<file path="src/design/assert_macros.svh">
// assertion helpers used by the tracker engine
// both expect a clock named aclk in the module that uses them, the first also aresetn
`ifndef ASSERT_MACROS_SVH
`define ASSERT_MACROS_SVH

// checked only while out of reset
`define SRRT_ASSERT(label, prop, msg) \
    label: assert property (@(posedge aclk) disable iff (!aresetn) prop) \
        else $error(msg);

// checked on every edge, reset included
`define SRRT_ASSERT_ALWAYS(label, prop, msg) \
    label: assert property (@(posedge aclk) prop) else $error(msg);

`endif

</file>
<file path="src/design/srrt_pkg.sv">
package srrt_pkg;

    // fixed field widths
    localparam int SEQ_W       = 11;
    localparam int TS_W        = 32;
    localparam int SLOT_W      = 5;
    localparam int WIN_W       = 16;
    localparam int CNT_W       = 5;
    // wide enough for any lost count or slot count before truncation
    localparam int CNT_CALC_W  = 7;
    localparam int IN_TDATA_W  = 80;
    localparam int OUT_TDATA_W = 64;
    localparam int OUT_TUSER_W = 4;

    typedef enum logic [1:0] {
        CMD_DATA  = 2'd0,
        CMD_FIN   = 2'd1,
        CMD_OTHER = 2'd2,
        CMD_CLEAR = 2'd3
    } cmd_t;

    typedef enum logic [2:0] {
        KIND_ACK          = 3'd0,
        KIND_LOST         = 3'd1,
        KIND_ALL_RECEIVED = 3'd2,
        KIND_IGNORED      = 3'd3,
        KIND_BAD_SEQ      = 3'd4
    } kind_t;

    typedef enum logic [2:0] {
        ST_CLEAR,
        ST_IDLE,
        ST_DATA,
        ST_RESP,
        ST_SCAN_RD,
        ST_SCAN_CHK,
        ST_SCAN_END
    } state_t;

    // one result word handed from the sequencer to the output register
    typedef struct packed {
        logic               load;
        kind_t              kind;
        logic [SEQ_W-1:0]   ack_seq;
        logic [TS_W-1:0]    echo_time;
        logic [CNT_W-1:0]   ack_count;
        logic [WIN_W-1:0]   window;
        logic               payload_new;
        logic               last;
    } resp_t;

endpackage

</file>
<file path="src/design/srrt_ram.sv">
module srrt_ram #(
    parameter int WIDTH = 1,
    parameter int DEPTH = 1024,
    localparam int AW   = (DEPTH > 1) ? $clog2(DEPTH) : 1
) (
    input  logic                 aclk,
    input  logic                 wr_en,
    input  logic [AW-1:0]        wr_addr,
    input  logic [WIDTH-1:0]     wr_data,
    input  logic                 rd_en,
    input  logic [AW-1:0]        rd_addr,
    output logic [WIDTH-1:0]     rd_data
);

    logic [WIDTH-1:0] mem [DEPTH];
    logic [WIDTH-1:0] rd_data_reg;

    // one write port, one registered read port
    always_ff @(posedge aclk) begin
        if (wr_en) begin
            mem[wr_addr] <= wr_data;
        end
        if (rd_en) begin
            rd_data_reg <= mem[rd_addr];
        end
    end

    assign rd_data = rd_data_reg;

endmodule

</file>
<file path="src/design/srrt_engine.sv">
`include "assert_macros.svh"

module srrt_engine #(
    parameter int MAX_PACKETS = 1024,
    parameter int MAX_LOST    = 20,
    localparam int AW         = (MAX_PACKETS > 1) ? $clog2(MAX_PACKETS) : 1
) (
    input  logic                          aclk,
    input  logic                          aresetn,
    input  logic                          in_accept,
    input  srrt_pkg::cmd_t                in_cmd,
    input  logic [srrt_pkg::SEQ_W-1:0]    in_seq,
    input  logic [srrt_pkg::SEQ_W-1:0]    in_total,
    input  logic [srrt_pkg::TS_W-1:0]     in_timestamp,
    input  logic [srrt_pkg::SLOT_W-1:0]   in_slot,
    input  logic [srrt_pkg::WIN_W-1:0]    in_window,
    input  logic                          out_free,
    output logic                          ready,
    output logic                          ram_rd_en,
    output logic [AW-1:0]                 ram_rd_addr,
    input  logic                          ram_rd_data,
    output logic                          ram_wr_en,
    output logic [AW-1:0]                 ram_wr_addr,
    output logic                          ram_wr_data,
    output srrt_pkg::resp_t               resp
);

    localparam int CW     = $clog2(MAX_PACKETS + 1);
    localparam int WW     = (CW > srrt_pkg::SEQ_W) ? CW : srrt_pkg::SEQ_W;
    localparam int LW     = $clog2(MAX_LOST + 1);
    localparam int CALC_W = srrt_pkg::CNT_CALC_W;

    srrt_pkg::state_t                state_reg, state_next;
    logic [srrt_pkg::SEQ_W-1:0]      seq_reg, seq_next;
    logic [srrt_pkg::SEQ_W-1:0]      total_in_reg, total_in_next;
    logic [srrt_pkg::TS_W-1:0]       ts_reg, ts_next;
    logic [srrt_pkg::SLOT_W-1:0]     slot_reg, slot_next;
    logic [srrt_pkg::WIN_W-1:0]      win_reg, win_next;
    logic [srrt_pkg::SEQ_W-1:0]      exp_total_reg, exp_total_next;
    logic [WW-1:0]                   idx_reg, idx_next;
    logic [LW-1:0]                   n_reg, n_next;
    logic                            pend_valid_reg, pend_valid_next;
    logic [srrt_pkg::SEQ_W-1:0]      pend_idx_reg, pend_idx_next;

    logic [WW-1:0]                   seq_m1_in;
    logic [WW-1:0]                   seq_m1;
    logic                            seq_ok;
    logic [WW-1:0]                   limit;
    logic                            scan_go;
    logic                            clear_done;
    logic [CALC_W-1:0]               slot_ext;
    logic [CALC_W-1:0]               slot_clamped;
    logic [CALC_W-1:0]               slot_cnt;
    logic [CALC_W-1:0]               n_ext;
    logic                            miss;
    logic                            push_blocked;

    // sequence checks and bitmap addresses
    assign seq_m1_in = WW'(in_seq) - WW'(1);
    assign seq_m1    = WW'(seq_reg) - WW'(1);
    assign seq_ok    = (seq_reg != '0) && (WW'(seq_reg) <= WW'(MAX_PACKETS));

    // index compares: scan bound and clear sweep end
    assign limit      = (WW'(exp_total_reg) < WW'(MAX_PACKETS)) ? WW'(exp_total_reg)
                                                                 : WW'(MAX_PACKETS);
    assign scan_go    = (idx_reg < limit) && (n_reg < LW'(MAX_LOST));
    assign clear_done = (idx_reg == WW'(MAX_PACKETS - 1));

    // slot count saturates at the lost list length
    assign slot_ext     = CALC_W'(slot_reg);
    assign slot_clamped = (slot_ext > CALC_W'(MAX_LOST - 1)) ? CALC_W'(MAX_LOST - 1)
                                                             : slot_ext;
    assign slot_cnt     = slot_clamped + CALC_W'(1);
    assign n_ext        = CALC_W'(n_reg);

    // a missing entry found while the previous one still waits for the output
    assign miss         = !ram_rd_data;
    assign push_blocked = miss && pend_valid_reg && !out_free;

    // next state
    always_comb begin
        state_next = state_reg;
        unique case (state_reg)
            srrt_pkg::ST_CLEAR: begin
                if (clear_done) begin
                    state_next = srrt_pkg::ST_IDLE;
                end
            end
            srrt_pkg::ST_IDLE: begin
                if (in_accept) begin
                    unique case (in_cmd)
                        srrt_pkg::CMD_DATA:  state_next = srrt_pkg::ST_DATA;
                        srrt_pkg::CMD_FIN:   state_next = srrt_pkg::ST_SCAN_RD;
                        srrt_pkg::CMD_OTHER: state_next = srrt_pkg::ST_RESP;
                        srrt_pkg::CMD_CLEAR: state_next = srrt_pkg::ST_CLEAR;
                    endcase
                end
            end
            srrt_pkg::ST_DATA, srrt_pkg::ST_RESP, srrt_pkg::ST_SCAN_END: begin
                if (out_free) begin
                    state_next = srrt_pkg::ST_IDLE;
                end
            end
            srrt_pkg::ST_SCAN_RD: begin
                state_next = scan_go ? srrt_pkg::ST_SCAN_CHK : srrt_pkg::ST_SCAN_END;
            end
            srrt_pkg::ST_SCAN_CHK: begin
                if (!push_blocked) begin
                    state_next = srrt_pkg::ST_SCAN_RD;
                end
            end
            default: state_next = srrt_pkg::ST_CLEAR;
        endcase
    end

    // datapath register updates
    always_comb begin
        seq_next        = seq_reg;
        total_in_next   = total_in_reg;
        ts_next         = ts_reg;
        slot_next       = slot_reg;
        win_next        = win_reg;
        exp_total_next  = exp_total_reg;
        idx_next        = idx_reg;
        n_next          = n_reg;
        pend_valid_next = pend_valid_reg;
        pend_idx_next   = pend_idx_reg;
        unique case (state_reg)
            srrt_pkg::ST_CLEAR: begin
                idx_next = idx_reg + WW'(1);
            end
            srrt_pkg::ST_IDLE: begin
                if (in_accept) begin
                    seq_next        = in_seq;
                    total_in_next   = in_total;
                    ts_next         = in_timestamp;
                    slot_next       = in_slot;
                    win_next        = in_window;
                    idx_next        = '0;
                    n_next          = '0;
                    pend_valid_next = 1'b0;
                    if (in_cmd == srrt_pkg::CMD_CLEAR) begin
                        exp_total_next = '0;
                    end
                end
            end
            srrt_pkg::ST_DATA: begin
                if (out_free && seq_ok) begin
                    exp_total_next = total_in_reg;
                end
            end
            srrt_pkg::ST_SCAN_CHK: begin
                if (!miss) begin
                    idx_next = idx_reg + WW'(1);
                end else if (!push_blocked) begin
                    pend_idx_next   = idx_reg[srrt_pkg::SEQ_W-1:0];
                    pend_valid_next = 1'b1;
                    n_next          = n_reg + LW'(1);
                    idx_next        = idx_reg + WW'(1);
                end
            end
            srrt_pkg::ST_SCAN_END: begin
                if (out_free) begin
                    pend_valid_next = 1'b0;
                end
            end
            srrt_pkg::ST_RESP, srrt_pkg::ST_SCAN_RD: begin
            end
            default: begin
            end
        endcase
    end

    // outputs: handshake, bitmap port and result word
    always_comb begin
        ready       = (state_reg == srrt_pkg::ST_IDLE);
        ram_rd_en   = 1'b0;
        ram_rd_addr = idx_reg[AW-1:0];
        ram_wr_en   = 1'b0;
        ram_wr_addr = idx_reg[AW-1:0];
        ram_wr_data = 1'b0;
        resp        = '0;
        unique case (state_reg)
            srrt_pkg::ST_CLEAR: begin
                ram_wr_en = 1'b1;
            end
            srrt_pkg::ST_IDLE: begin
                if (in_accept && in_cmd == srrt_pkg::CMD_DATA) begin
                    ram_rd_en   = 1'b1;
                    ram_rd_addr = seq_m1_in[AW-1:0];
                end
            end
            srrt_pkg::ST_DATA: begin
                if (out_free) begin
                    ram_wr_en        = seq_ok;
                    ram_wr_addr      = seq_m1[AW-1:0];
                    ram_wr_data      = 1'b1;
                    resp.load        = 1'b1;
                    resp.kind        = seq_ok ? srrt_pkg::KIND_ACK : srrt_pkg::KIND_BAD_SEQ;
                    resp.ack_seq     = seq_reg;
                    resp.echo_time   = ts_reg;
                    resp.ack_count   = slot_cnt[srrt_pkg::CNT_W-1:0];
                    resp.window      = win_reg;
                    resp.payload_new = seq_ok && !ram_rd_data;
                    resp.last        = 1'b1;
                end
            end
            srrt_pkg::ST_RESP: begin
                if (out_free) begin
                    resp.load = 1'b1;
                    resp.kind = srrt_pkg::KIND_IGNORED;
                    resp.last = 1'b1;
                end
            end
            srrt_pkg::ST_SCAN_RD: begin
                ram_rd_en = scan_go;
            end
            srrt_pkg::ST_SCAN_CHK: begin
                // the held-back index goes out once a later one is known
                if (miss && pend_valid_reg && out_free) begin
                    resp.load      = 1'b1;
                    resp.kind      = srrt_pkg::KIND_LOST;
                    resp.ack_seq   = pend_idx_reg;
                    resp.ack_count = n_ext[srrt_pkg::CNT_W-1:0];
                end
            end
            srrt_pkg::ST_SCAN_END: begin
                if (out_free) begin
                    resp.load = 1'b1;
                    resp.last = 1'b1;
                    if (pend_valid_reg) begin
                        resp.kind      = srrt_pkg::KIND_LOST;
                        resp.ack_seq   = pend_idx_reg;
                        resp.ack_count = n_ext[srrt_pkg::CNT_W-1:0];
                    end else begin
                        resp.kind = srrt_pkg::KIND_ALL_RECEIVED;
                    end
                end
            end
            default: begin
            end
        endcase
    end

    // control registers
    always_ff @(posedge aclk) begin
        if (!aresetn) begin
            state_reg      <= srrt_pkg::ST_CLEAR;
            idx_reg        <= '0;
            n_reg          <= '0;
            pend_valid_reg <= 1'b0;
            exp_total_reg  <= '0;
        end else begin
            state_reg      <= state_next;
            idx_reg        <= idx_next;
            n_reg          <= n_next;
            pend_valid_reg <= pend_valid_next;
            exp_total_reg  <= exp_total_next;
        end
    end

    // captured word and pending lost index
    always_ff @(posedge aclk) begin
        seq_reg      <= seq_next;
        total_in_reg <= total_in_next;
        ts_reg       <= ts_next;
        slot_reg     <= slot_next;
        win_reg      <= win_next;
        pend_idx_reg <= pend_idx_next;
    end

    `SRRT_ASSERT(a_lost_bound, n_reg <= LW'(MAX_LOST), "lost count past list length")
    `SRRT_ASSERT(a_load_free, resp.load |-> out_free, "result loaded into a full output")
    `SRRT_ASSERT(a_clear_start,
                 (in_accept && in_cmd == srrt_pkg::CMD_CLEAR) |=>
                 (state_reg == srrt_pkg::ST_CLEAR && idx_reg == '0),
                 "clear sweep not started")
    `SRRT_ASSERT(a_pend_count, pend_valid_reg |-> (n_reg != '0), "pending index without count")
    `SRRT_ASSERT_ALWAYS(a_reset_clear, !aresetn |=> (state_reg == srrt_pkg::ST_CLEAR),
                        "reset did not start clear sweep")

endmodule

</file>
<file path="src/design/selective_repeat_receive_tracker.sv">
// channel  | dir | ports                        | word
// s_       | in  | tvalid tready tdata tuser    | one packet event or clear command
// m_       | out | tvalid tready tdata tuser tlast | one ack, lost report or status
//
// a data or bad-sequence word reads its bitmap entry on accept; a data word then writes
// the entry back set as its result goes out, an ignored word leaves the bitmap alone.
// a fin word scans the bitmap with a read state then a check state per entry,
// min(total, MAX_PACKETS) entries at most, stopping once MAX_LOST are found lost.
// clear and reset run a sweep over all MAX_PACKETS entries of the bitmap ram,
// s_tready stays low meanwhile.
// a full output register stalls the sequencer only when a result is due.
module selective_repeat_receive_tracker #(
    parameter int MAX_PACKETS = 1024,
    parameter int MAX_LOST    = 20
) (
    input  logic                                aclk,
    input  logic                                aresetn,
    input  logic                                s_tvalid,
    output logic                                s_tready,
    // seq[10:0] total[21:11] timestamp[53:22] ack_slot[58:54] window[74:59], zero pad
    input  logic [srrt_pkg::IN_TDATA_W-1:0]     s_tdata,
    // cmd[1:0]
    input  logic [1:0]                          s_tuser,
    output logic                                m_tvalid,
    input  logic                                m_tready,
    // ack_seq[10:0] echo_time[42:11] ack_count[47:43] advertised_window[63:48]
    output logic [srrt_pkg::OUT_TDATA_W-1:0]    m_tdata,
    // kind[2:0] payload_new[3]
    output logic [srrt_pkg::OUT_TUSER_W-1:0]    m_tuser,
    output logic                                m_tlast
);

    localparam int AW = (MAX_PACKETS > 1) ? $clog2(MAX_PACKETS) : 1;

    logic               in_accept;
    logic               engine_ready;
    logic               out_free;
    logic               ram_rd_en;
    logic [AW-1:0]      ram_rd_addr;
    logic               ram_rd_data;
    logic               ram_wr_en;
    logic [AW-1:0]      ram_wr_addr;
    logic               ram_wr_data;
    srrt_pkg::resp_t    resp;
    srrt_pkg::resp_t    out_reg;

    // input handshake
    assign s_tready  = engine_ready;
    assign in_accept = s_tvalid && engine_ready;

    // output register frees when empty or being taken
    assign out_free = !out_reg.load || m_tready;

    srrt_engine #(
        .MAX_PACKETS (MAX_PACKETS),
        .MAX_LOST    (MAX_LOST)
    ) u_engine (
        .aclk         (aclk),
        .aresetn      (aresetn),
        .in_accept    (in_accept),
        .in_cmd       (srrt_pkg::cmd_t'(s_tuser)),
        .in_seq       (s_tdata[10:0]),
        .in_total     (s_tdata[21:11]),
        .in_timestamp (s_tdata[53:22]),
        .in_slot      (s_tdata[58:54]),
        .in_window    (s_tdata[74:59]),
        .out_free     (out_free),
        .ready        (engine_ready),
        .ram_rd_en    (ram_rd_en),
        .ram_rd_addr  (ram_rd_addr),
        .ram_rd_data  (ram_rd_data),
        .ram_wr_en    (ram_wr_en),
        .ram_wr_addr  (ram_wr_addr),
        .ram_wr_data  (ram_wr_data),
        .resp         (resp)
    );

    // received bitmap
    srrt_ram #(
        .WIDTH (1),
        .DEPTH (MAX_PACKETS)
    ) u_bitmap (
        .aclk    (aclk),
        .wr_en   (ram_wr_en),
        .wr_addr (ram_wr_addr),
        .wr_data (ram_wr_data),
        .rd_en   (ram_rd_en),
        .rd_addr (ram_rd_addr),
        .rd_data (ram_rd_data)
    );

    // output register, load bit doubles as valid
    always_ff @(posedge aclk) begin
        if (!aresetn) begin
            out_reg.load <= 1'b0;
        end else if (resp.load) begin
            out_reg <= resp;
        end else if (m_tready) begin
            out_reg.load <= 1'b0;
        end
    end

    assign m_tvalid = out_reg.load;
    assign m_tdata  = {out_reg.window, out_reg.ack_count, out_reg.echo_time, out_reg.ack_seq};
    assign m_tuser  = {out_reg.payload_new, out_reg.kind};
    assign m_tlast  = out_reg.last;

endmodule

</file>
<file path="config.mk">
export PLATFORM = sky130hd
export DESIGN_NAME = selective_repeat_receive_tracker
export DESIGN_NICKNAME = d
export VERILOG_FILES = /design/src/design/srrt_pkg.sv /design/src/design/srrt_ram.sv /design/src/design/srrt_engine.sv /design/src/design/selective_repeat_receive_tracker.sv
export VERILOG_INCLUDE_DIRS = /design/src /design/src/design
export SDC_FILE = /design/constraint.sdc
export NUM_CORES = 2
export LEC_CHECK = 0
export BUFFER_PORTS_ARGS = -buffer_cell sky130_fd_sc_hd__buf_4
export CELL_PAD_IN_SITES_DETAIL_PLACEMENT = 1
export CELL_PAD_IN_SITES_GLOBAL_PLACEMENT = 1
export CORE_ASPECT_RATIO = 2
export CORE_MARGIN = 2
export CORE_UTILIZATION = 53
export CTS_CLUSTER_SIZE = 14
export DETAILED_ROUTE_END_ITERATION = 10
export PLACE_DENSITY_LB_ADDON = 0.1
export RECOVER_POWER = 100
export SYNTH_ARGS = -nofsm -noshare
export SYNTH_HDL_FRONTEND = slang
export SYNTH_HIERARCHICAL = 1
export SYNTH_SLANG_ARGS = --single-unit
</file>
<file path="constraint.sdc">
create_clock -name aclk -period 14.9 [get_ports aclk]
set_input_delay 1.49 -clock aclk [delete_from_list [all_inputs] [get_ports aclk]]
set_output_delay 1.49 -clock aclk [all_outputs]
set_load 0.05 [all_outputs]
</file>
==> reports/metrics.yaml <==
run_status:
  outcome: "complete, but fails checks"
  failed_checks: "capacitance limit, slew limit"
pwr:
  swShare_pct: 21.1
  seqPwrFrac_pct: 55.9
  p_clk_share_pct: 39.9
  vdd_drop_max_uv: 99.8
  internal_power_uw: 5200
  leakagePower_uw: 0.0151
  powerDensity_mw_per_mm2: 116
  switching_power_uw: 1390
  comb_power_share_pct: 4.2
clocking:
  cts_tree: "done"
  clk_pin_slew_ps: 70
  cts_root_buf: "clkbuf_16"
  clock_path_buffers: 3
  cts-hold-fix-buffers: 0
  htreeDepth: 3
  numClockSinks: 1212
  cts_setup_buffers: 0
  numCtsBuffers: 106
  clk_latency_ps: 720
  cts.repair.resized: 0
placement:
  placement.io_buffers: 151
  place_ws_ps: 6880
  postPlaceCellArea_mm2: 0.0545
  hpwl_um: 86900
  place.gp.congestion: 0.820
floorplanning:
  io_pins: 157
  core_mm2: 0.0983
  die_area_mm2: 0.102
  initial_core_util_pct: 53.3
  die_w_um: 226
  die_h_um: 449
  rows: 163
cells_and_area:
  fin_nets: 3769
  layout_common_cells: "1180 x edfxtp_1, 1086 x nor2_1, 200 x mux4_2"
  largest_reg_flops: 1024
  syn_to_final_growth_pct: 8.76
  design_area_mm2: 0.0570
  drive_gt1_share_pct: 13.1
  mostFrequentLayoutCell: "edfxtp_1"
timing:
  clock_skew_ps: 20.8
  max_freq_ghz: 0.102
  final-setup-viol-count: 0
  fin_crit_sh_pct: 65.6
  worstMarginPinSlew_ps: 5730
  rsz0062_at_grt: "false"
  relSlewSlack_pct: -282
  fin_crit_ps: 9780
  fin_ws_ps: 5120
  fin_setup_tns_ps: 0
  drv_slew: 1866
  hold_viol: 0
routing:
  routed_wl_um: 154000
  ant_nets: 0
  vias: 31900
  drt_first_pass_iters: 5
  wl_per_cell_um: 30.4
  via_per_inst: 6.29
  drc_errors: 0
  dr.first_iter.drc_count: 3151
setup_path:
  required_ps: 15220
  crit_chain: "inv_1, nor2_1, and3_1, clkbuf_2, buf_4"
  cp-start-kind: "flop"
  end_kind: "flop"
  cpMaxStageDelayCell: "clkbuf_2"
  crit_arrival_ps: 10100
  path_class: "reg -> reg"
  cp_max_fo: 337
  cpPeakStageDelay_ps: 4010
yosys:
  synth_xor_area_share_pct: 0.501
  yosysSeqAreaShare_pct: 68.8
  synthArstFlopShare_pct: 0
  ys_seq_elements: 1212
  netlist_instances: 3668
  synth_top_family_by_area: "simple AND/OR/NAND/NOR gates"
  synthesis.area_mm2: 0.0524
  synth-main-ff-cell: "edfxtp_1"
  yosys_warnings: 6
  synthSimpleGateAreaFrac_pct: 11.8
  synth_edf_count: 1180
  ys_types: 86
  synth_fa_ha_area_share_pct: 0.358
  syn_avg_cell_area_um2: 14.3
  synth-compound-area-share_pct: 3.64
  synthMuxAreaShare_pct: 11.7
  syn_nets: 3769
grt:
  grt_max_degree: 338
  grt_first_pass_wirelength_um: 222000
  grt_usage_pct: 30.6
  antenna_found_initial: 1
  grt-ovfl-total: 0
  grt_pass1_vias: 33900
flow_run:
  drv_cap: 41
min_path:
  worst_hold_path_type: "reg -> reg"
## synthesized netlist by cell type, types with 11 or more instances
library cell	instances	area, um2
mux2i_1	124	1240
and2_1	58	363
buf_1	58	218
nand4_1	16	100
xor2_1	11	96.3
buf_6	21	236
dfxtp_1	32	641
a21oi_1	67	335
clkbuf_1	192	721
ha_1	15	188
nor3_1	42	210
buf_4	17	128
nand3_1	45	225
nand2_1	121	454
a22o_1	29	254
edfxtp_1	1180	35400
a22oi_1	17	128
mux4_2	200	4500
o21ai_0	14	70.1
nor2b_1	16	100
nor2_1	1086	4080
o221ai_1	50	438
mux4_1	14	368
buf_2	28	140
xnor2_1	19	166
inv_1	15	56.3
o22ai_1	28	175
## metal layers
metal | track usage [%] | vias up | share of wire [%] | routed length, um
li1 | - | 13500 | - | -
met1 | 34.1 | 16500 | 34 | 51700
met2 | 54.1 | 1363 | 52 | 80500
met3 | 5.38 | 453 | 7.3 | 11200
met4 | 18.3 | 0 | 6.8 | 10500
met5 | 0 | - | 0 | 0
## cell families after synthesis
group                    count (synthesis)
AND/OR/NAND/NOR                       1458
XOR/XNOR                                30
buffers and inverters                  347
multiplexers                           341
AO/OA/AOI/OAI                          265
flip-flops                            1212
adder cells (fa/ha/maj)                 15
## power by group through the flow
stage	Sequential [uW]	Clock [uW]	Combinational [uW]
2_1_floorplan	3760	0	187
3_3_place_gp	3760	0	279
3_5_place_dp	3760	0	284
4_1_cts	3690	2680	285
5_1_grt	3680	2790	290
6_report	3690	2630	279
## worst paths after layout
kind	startpoint	endpoint	slack [ps]	depth (start not counted)
max	u_engine/state_reg[1]$_SDFFE_PN0P_	u_bitmap/mem[16]$_DFFE_PP_	5120	5
max reg2reg	u_engine/state_reg[1]$_SDFFE_PN0P_	u_bitmap/mem[16]$_DFFE_PP_	5120	5
min	u_engine/total_in_reg[10]$_DFFE_PP_	u_engine/exp_total_reg[10]$_SDFFE_PN0P_	470	1
min reg2reg	u_engine/total_in_reg[10]$_DFFE_PP_	u_engine/exp_total_reg[10]$_SDFFE_PN0P_	470	1
## cell type report
type | count | area, um2
multi-input cells | 2109 | 14700
well taps | 1320 | 1650
fillers | 9305 | 41300
clock buffers | 143 | 2920
inverters | 21 | 78.8
diodes | 1 | 2.50
flip-flops and latches | 1212 | 36100
repair buffers | 218 | 1240
clock inverters | 43 | 283
## critical path, delay by kind of cell (launching register included)
family,cells,cell delay [ps]
flip-flops,1,700
AND/OR/NAND/NOR,2,2330
buffers and inverters,3,5820
## metrics by stage
stage / total power (uW) / utilization, % / hold WS [ps] / cells
6_report: 6600 / 58.0 / 471 / 5067
5_1_grt: 6770 / 58.0 / 488 / 5066
4_1_cts: 6650 / 58.7 / 476 / 5066
3_5_place_dp: 4050 / 55.5 / 453 / 4880
3_3_place_gp: 4040 / 55.5 / 450 / 4880
2_1_floorplan: 3950 / - / 431 / 3668
Power figures use the tool's default switching activity.
